File: config.mk
export PLATFORM = sky130hd
export DESIGN_NAME = base64_stream_encoder
export DESIGN_NICKNAME = d
export VERILOG_FILES = /design/src/hw/rtl/b64e_pkg.sv /design/src/hw/rtl/b64e_front.sv /design/src/hw/rtl/b64e_queue.sv /design/src/hw/rtl/b64e_back.sv /design/src/hw/rtl/base64_stream_encoder.sv
export SDC_FILE = /design/constraint.sdc
export NUM_CORES = 1
export LEC_CHECK = 0
export ABC_AREA = 1
export BUFFER_PORTS_ARGS = -buffer_cell sky130_fd_sc_hd__buf_2
export CAP_MARGIN = 40
export CORE_MARGIN = 5
export CORE_UTILIZATION = 40
export CTS_CLUSTER_SIZE = 28
export DETAILED_ROUTE_END_ITERATION = 10
export SYNTH_ARGS = -nofsm -noshare
export SYNTH_HDL_FRONTEND = slang
export SYNTH_SLANG_ARGS = --single-unit
File: constraint.sdc
create_clock -name aclk -period 3.44 [get_ports aclk]
set_clock_uncertainty 0.05 [all_clocks]
set_input_delay 0.172 -clock aclk [delete_from_list [all_inputs] [get_ports aclk]]
set_output_delay 0.172 -clock aclk [all_outputs]
set_load 0.05 [all_outputs]
File: src/hw/rtl/b64e_pkg.sv
// Shared types, constants and the character map of the Base64 stream encoder.
`timescale 1ns / 1ps
`default_nettype none

package b64e_pkg;

    // Number of characters a single byte can cause (final byte with full flush).
    localparam int unsigned MAX_CHARS = 4;
    localparam int unsigned IDX_W     = $clog2(MAX_CHARS);

    // Depth of the queue between the front and back parts.
    localparam int unsigned QUEUE_DEPTH = 2;

    // ASCII code of the pad character '='.
    localparam logic [6:0] PAD_CHAR = 7'h3D;

    // Work handed from the front to the back: the characters of one byte.
    typedef struct packed {
        logic [MAX_CHARS-1:0][6:0] chars;
        logic [IDX_W-1:0]          last_idx;
        logic                      stream_end;
    } job_t;

    // Map a 6-bit symbol to its character of the standard alphabet.
    function automatic logic [6:0] sym_char(input logic [5:0] v);
        logic [6:0] v7;
        logic [6:0] ch;
        v7 = {1'b0, v};
        if (v < 6'd26) begin
            ch = v7 + 7'd65;
        end else if (v < 6'd52) begin
            ch = v7 + 7'd71;
        end else if (v < 6'd62) begin
            ch = v7 - 7'd4;
        end else if (v == 6'd62) begin
            ch = 7'h2B;
        end else begin
            ch = 7'h2F;
        end
        return ch;
    endfunction

endpackage

`default_nettype wire

File: src/hw/rtl/b64e_front.sv
// Front part: accepts bytes, tracks leftover bits and builds character jobs.
`timescale 1ns / 1ps
`default_nettype none

module b64e_front (
    input  wire logic          aclk,
    input  wire logic          aresetn,
    input  wire logic          s_valid,
    output logic               s_ready,
    input  wire logic [7:0]    s_data_byte,
    input  wire logic          s_stream_end,
    input  wire logic          q_full,
    output logic               q_wr,
    output b64e_pkg::job_t     q_job
);

    localparam logic [1:0] PH_NONE = 2'd0;
    localparam logic [1:0] PH_TWO  = 2'd1;
    localparam logic [1:0] PH_FOUR = 2'd2;

    logic [3:0] bits_reg;
    logic [3:0] bits_next;
    logic [1:0] phase_reg;
    logic [1:0] phase_next;
    logic       accept;

    assign s_ready = !q_full;
    assign accept  = s_valid && s_ready;
    assign q_wr    = accept;

    // Build the characters for this byte and the leftover state after it.
    always_comb begin
        q_job.chars      = {b64e_pkg::MAX_CHARS{b64e_pkg::PAD_CHAR}};
        q_job.stream_end = s_stream_end;
        q_job.last_idx   = '0;
        bits_next        = '0;
        phase_next       = PH_NONE;
        unique case (phase_reg)
            PH_TWO: begin
                q_job.chars[0] = b64e_pkg::sym_char({bits_reg[1:0], s_data_byte[7:4]});
                q_job.chars[1] = b64e_pkg::sym_char({s_data_byte[3:0], 2'b00});
                q_job.last_idx = s_stream_end ? 2'd2 : 2'd0;
                bits_next      = s_data_byte[3:0];
                phase_next     = PH_FOUR;
            end
            PH_FOUR: begin
                q_job.chars[0] = b64e_pkg::sym_char({bits_reg, s_data_byte[7:6]});
                q_job.chars[1] = b64e_pkg::sym_char(s_data_byte[5:0]);
                q_job.last_idx = 2'd1;
            end
            default: begin
                // No bits pending; the unused phase code is treated the same way.
                q_job.chars[0] = b64e_pkg::sym_char(s_data_byte[7:2]);
                q_job.chars[1] = b64e_pkg::sym_char({s_data_byte[1:0], 4'b0000});
                q_job.last_idx = s_stream_end ? 2'd3 : 2'd0;
                bits_next      = {2'b00, s_data_byte[1:0]};
                phase_next     = PH_TWO;
            end
        endcase
        // The final byte returns the encoder to its reset state.
        if (s_stream_end) begin
            bits_next  = '0;
            phase_next = PH_NONE;
        end
    end

    // Leftover state advances on every input transfer.
    always_ff @(posedge aclk) begin
        if (!aresetn) begin
            bits_reg  <= '0;
            phase_reg <= PH_NONE;
        end else if (accept) begin
            bits_reg  <= bits_next;
            phase_reg <= phase_next;
        end
    end

endmodule

`default_nettype wire

File: src/hw/rtl/b64e_queue.sv
// Short register queue of character jobs between the front and back parts.
`timescale 1ns / 1ps
`default_nettype none

module b64e_queue (
    input  wire logic           aclk,
    input  wire logic           aresetn,
    input  wire logic           wr_en,
    input  wire b64e_pkg::job_t wr_data,
    output logic                full,
    input  wire logic           rd_en,
    output b64e_pkg::job_t      rd_data,
    output logic                empty
);

    localparam int unsigned PTR_W = $clog2(b64e_pkg::QUEUE_DEPTH);
    localparam int unsigned CNT_W = $clog2(b64e_pkg::QUEUE_DEPTH + 1);

    b64e_pkg::job_t    entry_reg [b64e_pkg::QUEUE_DEPTH];
    logic [PTR_W-1:0]  wr_ptr_reg;
    logic [PTR_W-1:0]  rd_ptr_reg;
    logic [CNT_W-1:0]  count_reg;
    logic [CNT_W-1:0]  count_next;

    assign full    = (count_reg == CNT_W'(b64e_pkg::QUEUE_DEPTH));
    assign empty   = (count_reg == '0);
    assign rd_data = entry_reg[rd_ptr_reg];

    always_comb begin
        count_next = count_reg;
        if (wr_en && !rd_en) begin
            count_next = count_reg + CNT_W'(1);
        end else if (rd_en && !wr_en) begin
            count_next = count_reg - CNT_W'(1);
        end
    end

    // Entry storage needs no reset.
    always_ff @(posedge aclk) begin
        if (wr_en) begin
            entry_reg[wr_ptr_reg] <= wr_data;
        end
    end

    // Pointers wrap at the queue depth.
    always_ff @(posedge aclk) begin
        if (!aresetn) begin
            wr_ptr_reg <= '0;
            rd_ptr_reg <= '0;
            count_reg  <= '0;
        end else begin
            if (wr_en) begin
                wr_ptr_reg <= (wr_ptr_reg == PTR_W'(b64e_pkg::QUEUE_DEPTH - 1))
                              ? '0 : wr_ptr_reg + PTR_W'(1);
            end
            if (rd_en) begin
                rd_ptr_reg <= (rd_ptr_reg == PTR_W'(b64e_pkg::QUEUE_DEPTH - 1))
                              ? '0 : rd_ptr_reg + PTR_W'(1);
            end
            count_reg <= count_next;
        end
    end

endmodule

`default_nettype wire

File: src/hw/rtl/b64e_back.sv
// Back part: plays out the characters of each job through the output register.
`timescale 1ns / 1ps
`default_nettype none

module b64e_back (
    input  wire logic           aclk,
    input  wire logic           aresetn,
    input  wire logic           q_empty,
    input  wire b64e_pkg::job_t q_job,
    output logic                q_rd,
    output logic                m_valid,
    input  wire logic           m_ready,
    output logic [6:0]          m_out_char,
    output logic                m_run_last,
    output logic                m_stream_last
);

    b64e_pkg::job_t                job_reg;
    logic                          job_valid_reg;
    logic                          job_valid_next;
    logic [b64e_pkg::IDX_W-1:0]    idx_reg;
    logic [b64e_pkg::IDX_W-1:0]    idx_next;
    logic                          out_valid_reg;
    logic [6:0]                    char_reg;
    logic                          run_last_reg;
    logic                          stream_last_reg;
    logic                          advance;
    logic                          at_last;
    logic                          finishing;

    assign m_valid       = out_valid_reg;
    assign m_out_char    = char_reg;
    assign m_run_last    = run_last_reg;
    assign m_stream_last = stream_last_reg;

    // The output register takes a new character when it is empty or drained.
    assign advance   = !out_valid_reg || m_ready;
    assign at_last   = (idx_reg == job_reg.last_idx);
    assign finishing = job_valid_reg && advance && at_last;
    assign q_rd      = !q_empty && (!job_valid_reg || finishing);

    // Next job and character position.
    always_comb begin
        job_valid_next = job_valid_reg;
        idx_next       = idx_reg;
        if (q_rd) begin
            job_valid_next = 1'b1;
            idx_next       = '0;
        end else if (finishing) begin
            job_valid_next = 1'b0;
        end else if (job_valid_reg && advance) begin
            idx_next = idx_reg + b64e_pkg::IDX_W'(1);
        end
    end

    // Control state.
    always_ff @(posedge aclk) begin
        if (!aresetn) begin
            job_valid_reg <= 1'b0;
            idx_reg       <= '0;
            out_valid_reg <= 1'b0;
        end else begin
            job_valid_reg <= job_valid_next;
            idx_reg       <= idx_next;
            if (advance) begin
                out_valid_reg <= job_valid_reg;
            end
        end
    end

    // Payload registers.
    always_ff @(posedge aclk) begin
        if (q_rd) begin
            job_reg <= q_job;
        end
        if (advance && job_valid_reg) begin
            char_reg        <= job_reg.chars[idx_reg];
            run_last_reg    <= at_last;
            stream_last_reg <= at_last && job_reg.stream_end;
        end
    end

endmodule

`default_nettype wire

File: src/hw/rtl/base64_stream_encoder.sv
// Top level of the streaming Base64 encoder.
`timescale 1ns / 1ps
`default_nettype none

// Streaming Base64 encoder with the standard alphabet and '=' padding. Each
// input transfer carries one raw byte; s_stream_end marks the last byte of a
// stream, after which the encoder flushes the pending bits, pads the output to
// a multiple of four characters and returns to its reset state. Results leave
// one character per transfer, with m_run_last on the last character caused by
// a byte and m_stream_last on the final character of the stream. The output
// side moves one character per cycle while m_ready is high and jobs wait; a
// byte causes one or two characters and a final byte up to four. Bytes are
// accepted every cycle while the two-entry job queue has room. A byte's
// characters pass the job queue, the job register and the output register.
module base64_stream_encoder (
    input  wire logic        aclk,
    input  wire logic        aresetn,
    input  wire logic        s_valid,
    output logic             s_ready,
    input  wire logic [7:0]  s_data_byte,
    input  wire logic        s_stream_end,
    output logic             m_valid,
    input  wire logic        m_ready,
    output logic [6:0]       m_out_char,
    output logic             m_run_last,
    output logic             m_stream_last
);

    b64e_pkg::job_t wr_job;
    b64e_pkg::job_t rd_job;
    logic           q_wr;
    logic           q_rd;
    logic           q_full;
    logic           q_empty;

    b64e_front u_front (
        .aclk         (aclk),
        .aresetn      (aresetn),
        .s_valid      (s_valid),
        .s_ready      (s_ready),
        .s_data_byte  (s_data_byte),
        .s_stream_end (s_stream_end),
        .q_full       (q_full),
        .q_wr         (q_wr),
        .q_job        (wr_job)
    );

    b64e_queue u_queue (
        .aclk    (aclk),
        .aresetn (aresetn),
        .wr_en   (q_wr),
        .wr_data (wr_job),
        .full    (q_full),
        .rd_en   (q_rd),
        .rd_data (rd_job),
        .empty   (q_empty)
    );

    b64e_back u_back (
        .aclk          (aclk),
        .aresetn       (aresetn),
        .q_empty       (q_empty),
        .q_job         (rd_job),
        .q_rd          (q_rd),
        .m_valid       (m_valid),
        .m_ready       (m_ready),
        .m_out_char    (m_out_char),
        .m_run_last    (m_run_last),
        .m_stream_last (m_stream_last)
    );

endmodule

`default_nettype wire
# [After elaboration in Yosys (flattened, before gate mapping)]
# Memory sizes are Yosys's and may differ from the RTL's. A register that Yosys moved wholly into a read port is not among the register bits.
# Index checks and enable logic that the tools add are counted.
[word_totals] mem_bits_rw=34 reg_bits=37 wordCells=125 mem_count=1
[op_classes] reduce_logical=20 n_eq_ne=8 magnitude_cmp=19 n_bitwise=2 mux=39 add_sub_neg=23
[mem_list] memory="u_queue.entry_reg" depth=2 word_bits=17 rd=1 rd_clocked_by_memory_dff=1 wr=1 line_no="b64e_queue.sv:19" source="b64e_pkg::job_t entry_reg [b64e_pkg::QUEUE_DEPTH];"
[op_table] operator="$mux 7" n=19
[op_table] operator="$add 6x7->7 const B" n=12
[op_table] operator="$lt 6x6->1 const B" n=12
[op_table] operator="$sub 6x3->7 const B" n=6
[op_table] operator="$lt 6x5->1 const B" n=6
[op_table] operator="$pmux 16 s2" n=1
[op_table] operator="$eq 6x6->1 const B" n=4
[op_table] operator="$bmux 7 s2" n=1
[op_table] operator="$mux 3" n=4
[op_table] operator="$mux 2" n=5
[op_table] operator="$pmux 4 s2" n=1
[op_table] operator="$logic_and 1x1->1" n=7
[op_table] operator="$logic_not 1->1" n=6
[op_table] operator="$mux 1" n=6
[op_table] operator="$add 2x1->2 const B" n=2
[op_table] operator="$eq 2x2->1 const B" n=2
[op_table] operator="$mux 4" n=1
[op_table] operator="$pmux 2 s2" n=1
[op_table] operator="$reduce_bool 2->1" n=2
[op_table] operator="$lt 2x3->1 const B" n=1
[op_table] operator="$add 1x1->1 const B" n=2
[op_table] operator="$eq 2x1->1 const B" n=1
[op_table] operator="$eq 2x2->1" n=1
[op_table] operator="$logic_not 2->1" n=1
[op_table] operator="other kinds (5)" n=7

# [Depth between registers and ports, before layout]
[depth] depth_word=9 mapped_depth=18

# [By module]
# A second synthesis with hierarchy kept.
[unflattened] cells_unflattened=692 area_unflattened_um2=6592.6
[modules_own_cells] module="b64e_queue" seq_area_each_um2=1961.9 area_each_um2=2472.4 instances=1 cells_per_inst=131
[modules_own_cells] module="b64e_front" seq_area_each_um2=120.1 area_each_um2=2437.3 instances=1 cells_per_inst=440
[modules_own_cells] module="b64e_back" seq_area_each_um2=1281.2 area_each_um2=1682.9 instances=1 cells_per_inst=121

# [Worst setup path before layout]
# OpenSTA, ideal clock, no wires.
[synth_path] kind="register to register" startpoint="register u_queue.count_reg[0]" endpoint="memory u_queue.entry_reg[1][0] in the netlist's numbering, enable pin" arrival_ns=1.890 period_less_slack_ns=2.332 required_ns=2.998 setup_ns=0.392 path_slack_ns=1.108 path_stages_with_launch=6 cell_sequence="dfxtp_1 inv_1 nand2_1 nand2_1 buf_2 nor2_1"
[synth_between] elab_chain_len=5
[synth_lines] item="from (decl)" line_no="b64e_queue.sv:22" source="logic [CNT_W-1:0] count_reg;"
[synth_lines] item="from (signal assigned)" line_no="b64e_queue.sv:60" source="count_reg <= count_next;"
[synth_lines] item="$eq 2x2->1" line_no="b64e_queue.sv:25" source="assign full = (count_reg == CNT_W'(b64e_pkg::QUEUE_DEPTH));"
[synth_lines] item="$logic_not 1->1" line_no="b64e_front.sv:27" source="assign s_ready = !q_full;"
[synth_lines] item="via s_ready" line_no="base64_stream_encoder.sv:19" source="output logic s_ready,"
[synth_lines] item="$logic_and 1x1->1" line_no="b64e_front.sv:28" source="assign accept = s_valid && s_ready;"
[synth_lines] item="$mux 1" line_no="b64e_queue.sv:40" source="if (wr_en) begin"
[synth_lines] item="$mux 1 (implied by the code)" line_no="b64e_queue.sv:41" source="entry_reg[wr_ptr_reg] <= wr_data;"
[synth_lines] item="to (decl)" line_no="b64e_queue.sv:19"
# The timed path passes the listed nets, and every way through them passes these cells.

==> impl_metrics.csv <==
group,metric,value,unit
yosys,synthMuxAreaShare,0,
sta,finalSetupViolCount,0,
sta,min_period,2290,ps
grt,grt_util_met2,0.256,
cts,cts-buffers-inserted,9,
power,p_sw_frac,0.354,
yosys,yosys_warnings,0,
die,fp.coreArea,0.0120,mm²
detailed_routing,vias_per_cell,5.17,
yosys,synth_top_family_by_area,"simple AND/OR/NAND/NOR gates",
grt,grt_pass1_wl,18.2,mm
grt,grt_pass1_vias,3707,
detailed_routing,drtIter0Drc,243,
power,power_frac_clock,0.276,
yosys,synth_most_common_cell,"nand2_1",
die,die_x,120,µm
layout,register_area,0.00208,mm²
hold_path,hold_depth,4,
die,fp.dieH,120,µm
yosys,yosys-top-cells-area,"edfxtp_1 37%, nand2_1 15%, ha_1 7.0%",
grt,grt_use_met3,0.0273,
hold_path,hold_class,"primary input to register",
power,seq_power_share,0.407,
power,comb_power_share,0.316,
cts,cts.sinks,74,
layout,layoutNonFillerInstCount,769,
place,gp_congestion,0.934,
grt,grt_overflow_total,0,
sta,fin_crit_sh,0.665,
cts,clk-insertion-delay-late,330,ps
flow_run,cap_viol_max_count,0,
place,port_buffers,23,
die,dieArea,0.0144,mm²
layout,num-nets-final,657,
yosys,synth_edf_count,60,
cts,cts-hold-fix-buffers,0,
cts,htreeDepth,3,
detailed_routing,wl_per_cell,14.2,µm
grt,grt.met1_usage,0.206,
place,dp.final_hpwl,8.13,mm
power,leakage,2.31,nW
yosys,ys_seq_area_frac,0.429,
setup_path,worst_ep_arrival_time,2300,ps
power,fin_total_pwr,0.00373,W
status,status,"completed",
layout,drive_above_1_share,0.105,
power,switching_power,0.00132,W
grt,antenna_found_initial,0,
yosys,synth-xor-area-share,0.0415,
layout,final_util,0.445,
place,post-place-cells,753,
grt,grt_max_degree,20,
sta,worst_pin_slew,742,ps
yosys,postSynthNetCount,644,
power,internal_power,0.00241,W
yosys,synthTopCellsByCount,"198 x nand2_1, 60 x edfxtp_1, 51 x nand3_1, 50 x inv_1",
cts,clk_path_buf_depth,2,
die,rows,40,
cts,clkSlewWorstSetupHoldPaths,50,ps
detailed_routing,firstDrtPassIters,5,
detailed_routing,drc_errors,0,
setup_path,critPathKind,"register to register",
grt,grt-busiest-layer,"met2",
yosys,yosys.area_share.simple,0.272,
place,dp_slack,1090,ps
yosys,synth_top_area_frac,0.372,
layout,syn2layout_area_growth,9.83,%
yosys,yosysTopAreaCell,"edfxtp_1",
yosys,mappedNetlistArea,0.00485,mm²
layout,largest_reg_flops,34,
setup_path,end_kind,"register",
yosys,async_flop_share,0,
yosys,synth_cell_types,40,
yosys,synthAdderAreaFrac,0.0697,
sta,rsz0062_at_grt,"false",
detailed_routing,via_count,3973,
setup_path,crit_fanout,10,
sta,slew_violations,0,
detailed_routing,drtAntennaViolNets,0,
sta,hold_viol,0,
yosys,synthCells,604,
layout,fillers,1169,
setup_path,worst_setup_path_start_kind,"register",
setup_path,required,3450,ps
cts,root_buffer,"clkbuf_16",
sta,fmax,0.437,GHz
layout,multiInputGateArea,0.00236,mm²
grt,grt.total_usage,0.155,
sta,setup_tns,0,ps
yosys,avgSynthCellArea,8.03,µm²
yosys,synth_compound_gate_area_share,0.103,
yosys,ys.flop_type,"edfxtp_1",
setup_path,r2r_cells,11,
power,vdd_drop_max,0.250,mV
die,initial_utilization,0.405,
sta,setup_slack,1150,ps
cts,post_cts_resized,0,
cts,post_cts_buffers,0,
layout,insertedDiodeCount,0,
sta,maxSlewHeadroom,0.504,
die,ioPinCount,24,
yosys,synth_seq_cells,74,
detailed_routing,routed_wl,10.9,mm
cts,cts_tree,"done",
power,p_per_area,700,mW/mm²
worst paths after layout:
check / start / endpoint / slack [ps]
min reg2reg: u_back.m_valid$_SDFFE_PN0N_ / u_back.m_valid$_SDFFE_PN0N_ / 440
min: m_ready / u_back.m_valid$_SDFFE_PN0N_ / 70
max: u_front.bits_reg[0]$_SDFFE_PN0P_ / u_queue.entry_reg[0][4]$_DFFE_PP_ / 1150
max reg2reg: u_front.bits_reg[0]$_SDFFE_PN0P_ / u_queue.entry_reg[0][4]$_DFFE_PP_ / 1150
per-stage QoR:
stage | hold slack [ps] | area, µm²
after floorplan | 221 | 4850
after global routing | 81.2 | 5330
after detailed placement | 411 | 4990
final | 74.5 | 5330
after global placement | 405 | 4990
after CTS | 60.3 | 5330
worst max-delay path: stages, from the launching register on:
cell	delay [ps]
dfxtp_1	600
inv_1	190
ha_1	280
nand2_4	70
nand2_4	50
a21oi_4	210
inv_2	90
or2_0	200
nand3_1	80
nand2_1	60
nand2_1	60
nand2_1	90
layout make-up:
class                           instances  area share
Sequential cell                        74       0.391
Inverter                               63      0.0449
Clock inverter                          6      0.0200
Tap cell                              147      0.0345
Multi-Input combinational cell        444       0.442
Clock buffer                           10      0.0430
Timing Repair Buffer                   25      0.0244
layer usage:
metal,wire [µm],share of wire
met4,206,0.019
met5,0,0
met2,5310,0.49
met1,4990,0.46
met3,435,0.040
power groups by stage:
stage / logic (W) / registers (W) / clock network, W
2_1_floorplan: 0.000827 / 0.00163 / 0
3_3_place_gp: 0.00117 / 0.00153 / 0
3_5_place_dp: 0.00118 / 0.00154 / 0
4_1_cts: 0.00119 / 0.00152 / 0.00105
5_1_grt: 0.00133 / 0.00155 / 0.00110
6_report: 0.00118 / 0.00152 / 0.00103
cell usage in the layout, fill, tap and decap left out, drive strengths merged:
| cell | n |
|---|---|
| clkinv | 5 |
| or2 | 3 |
| buf | 25 |
| nand2 | 201 |
| xor2 | 15 |
| o31ai | 1 |
| edfxtp | 60 |
| nor3 | 8 |
| a211oi | 3 |
| nor3b | 1 |
| o21ai | 37 |
| a21oi | 29 |
| xnor2 | 8 |
| a31oi | 3 |
| o211ai | 10 |
| a41oi | 1 |
| nor2 | 36 |
| bufinv | 3 |
| clkinvlp | 1 |
| o22ai | 1 |
| ha | 27 |
| inv | 60 |
| dfxtp | 14 |
| nand4 | 7 |
| clkbuf | 10 |
| nand3 | 53 |
kinds of logic (layout without fill, tap and decap cells):
family	Yosys count	after routing
simple gates	309	309
buf+inv	86	104
compound gates	85	85
flops	74	74
fa+ha+maj	27	27
xor+xnor	23	23
(Power assumes the default switching activity.)
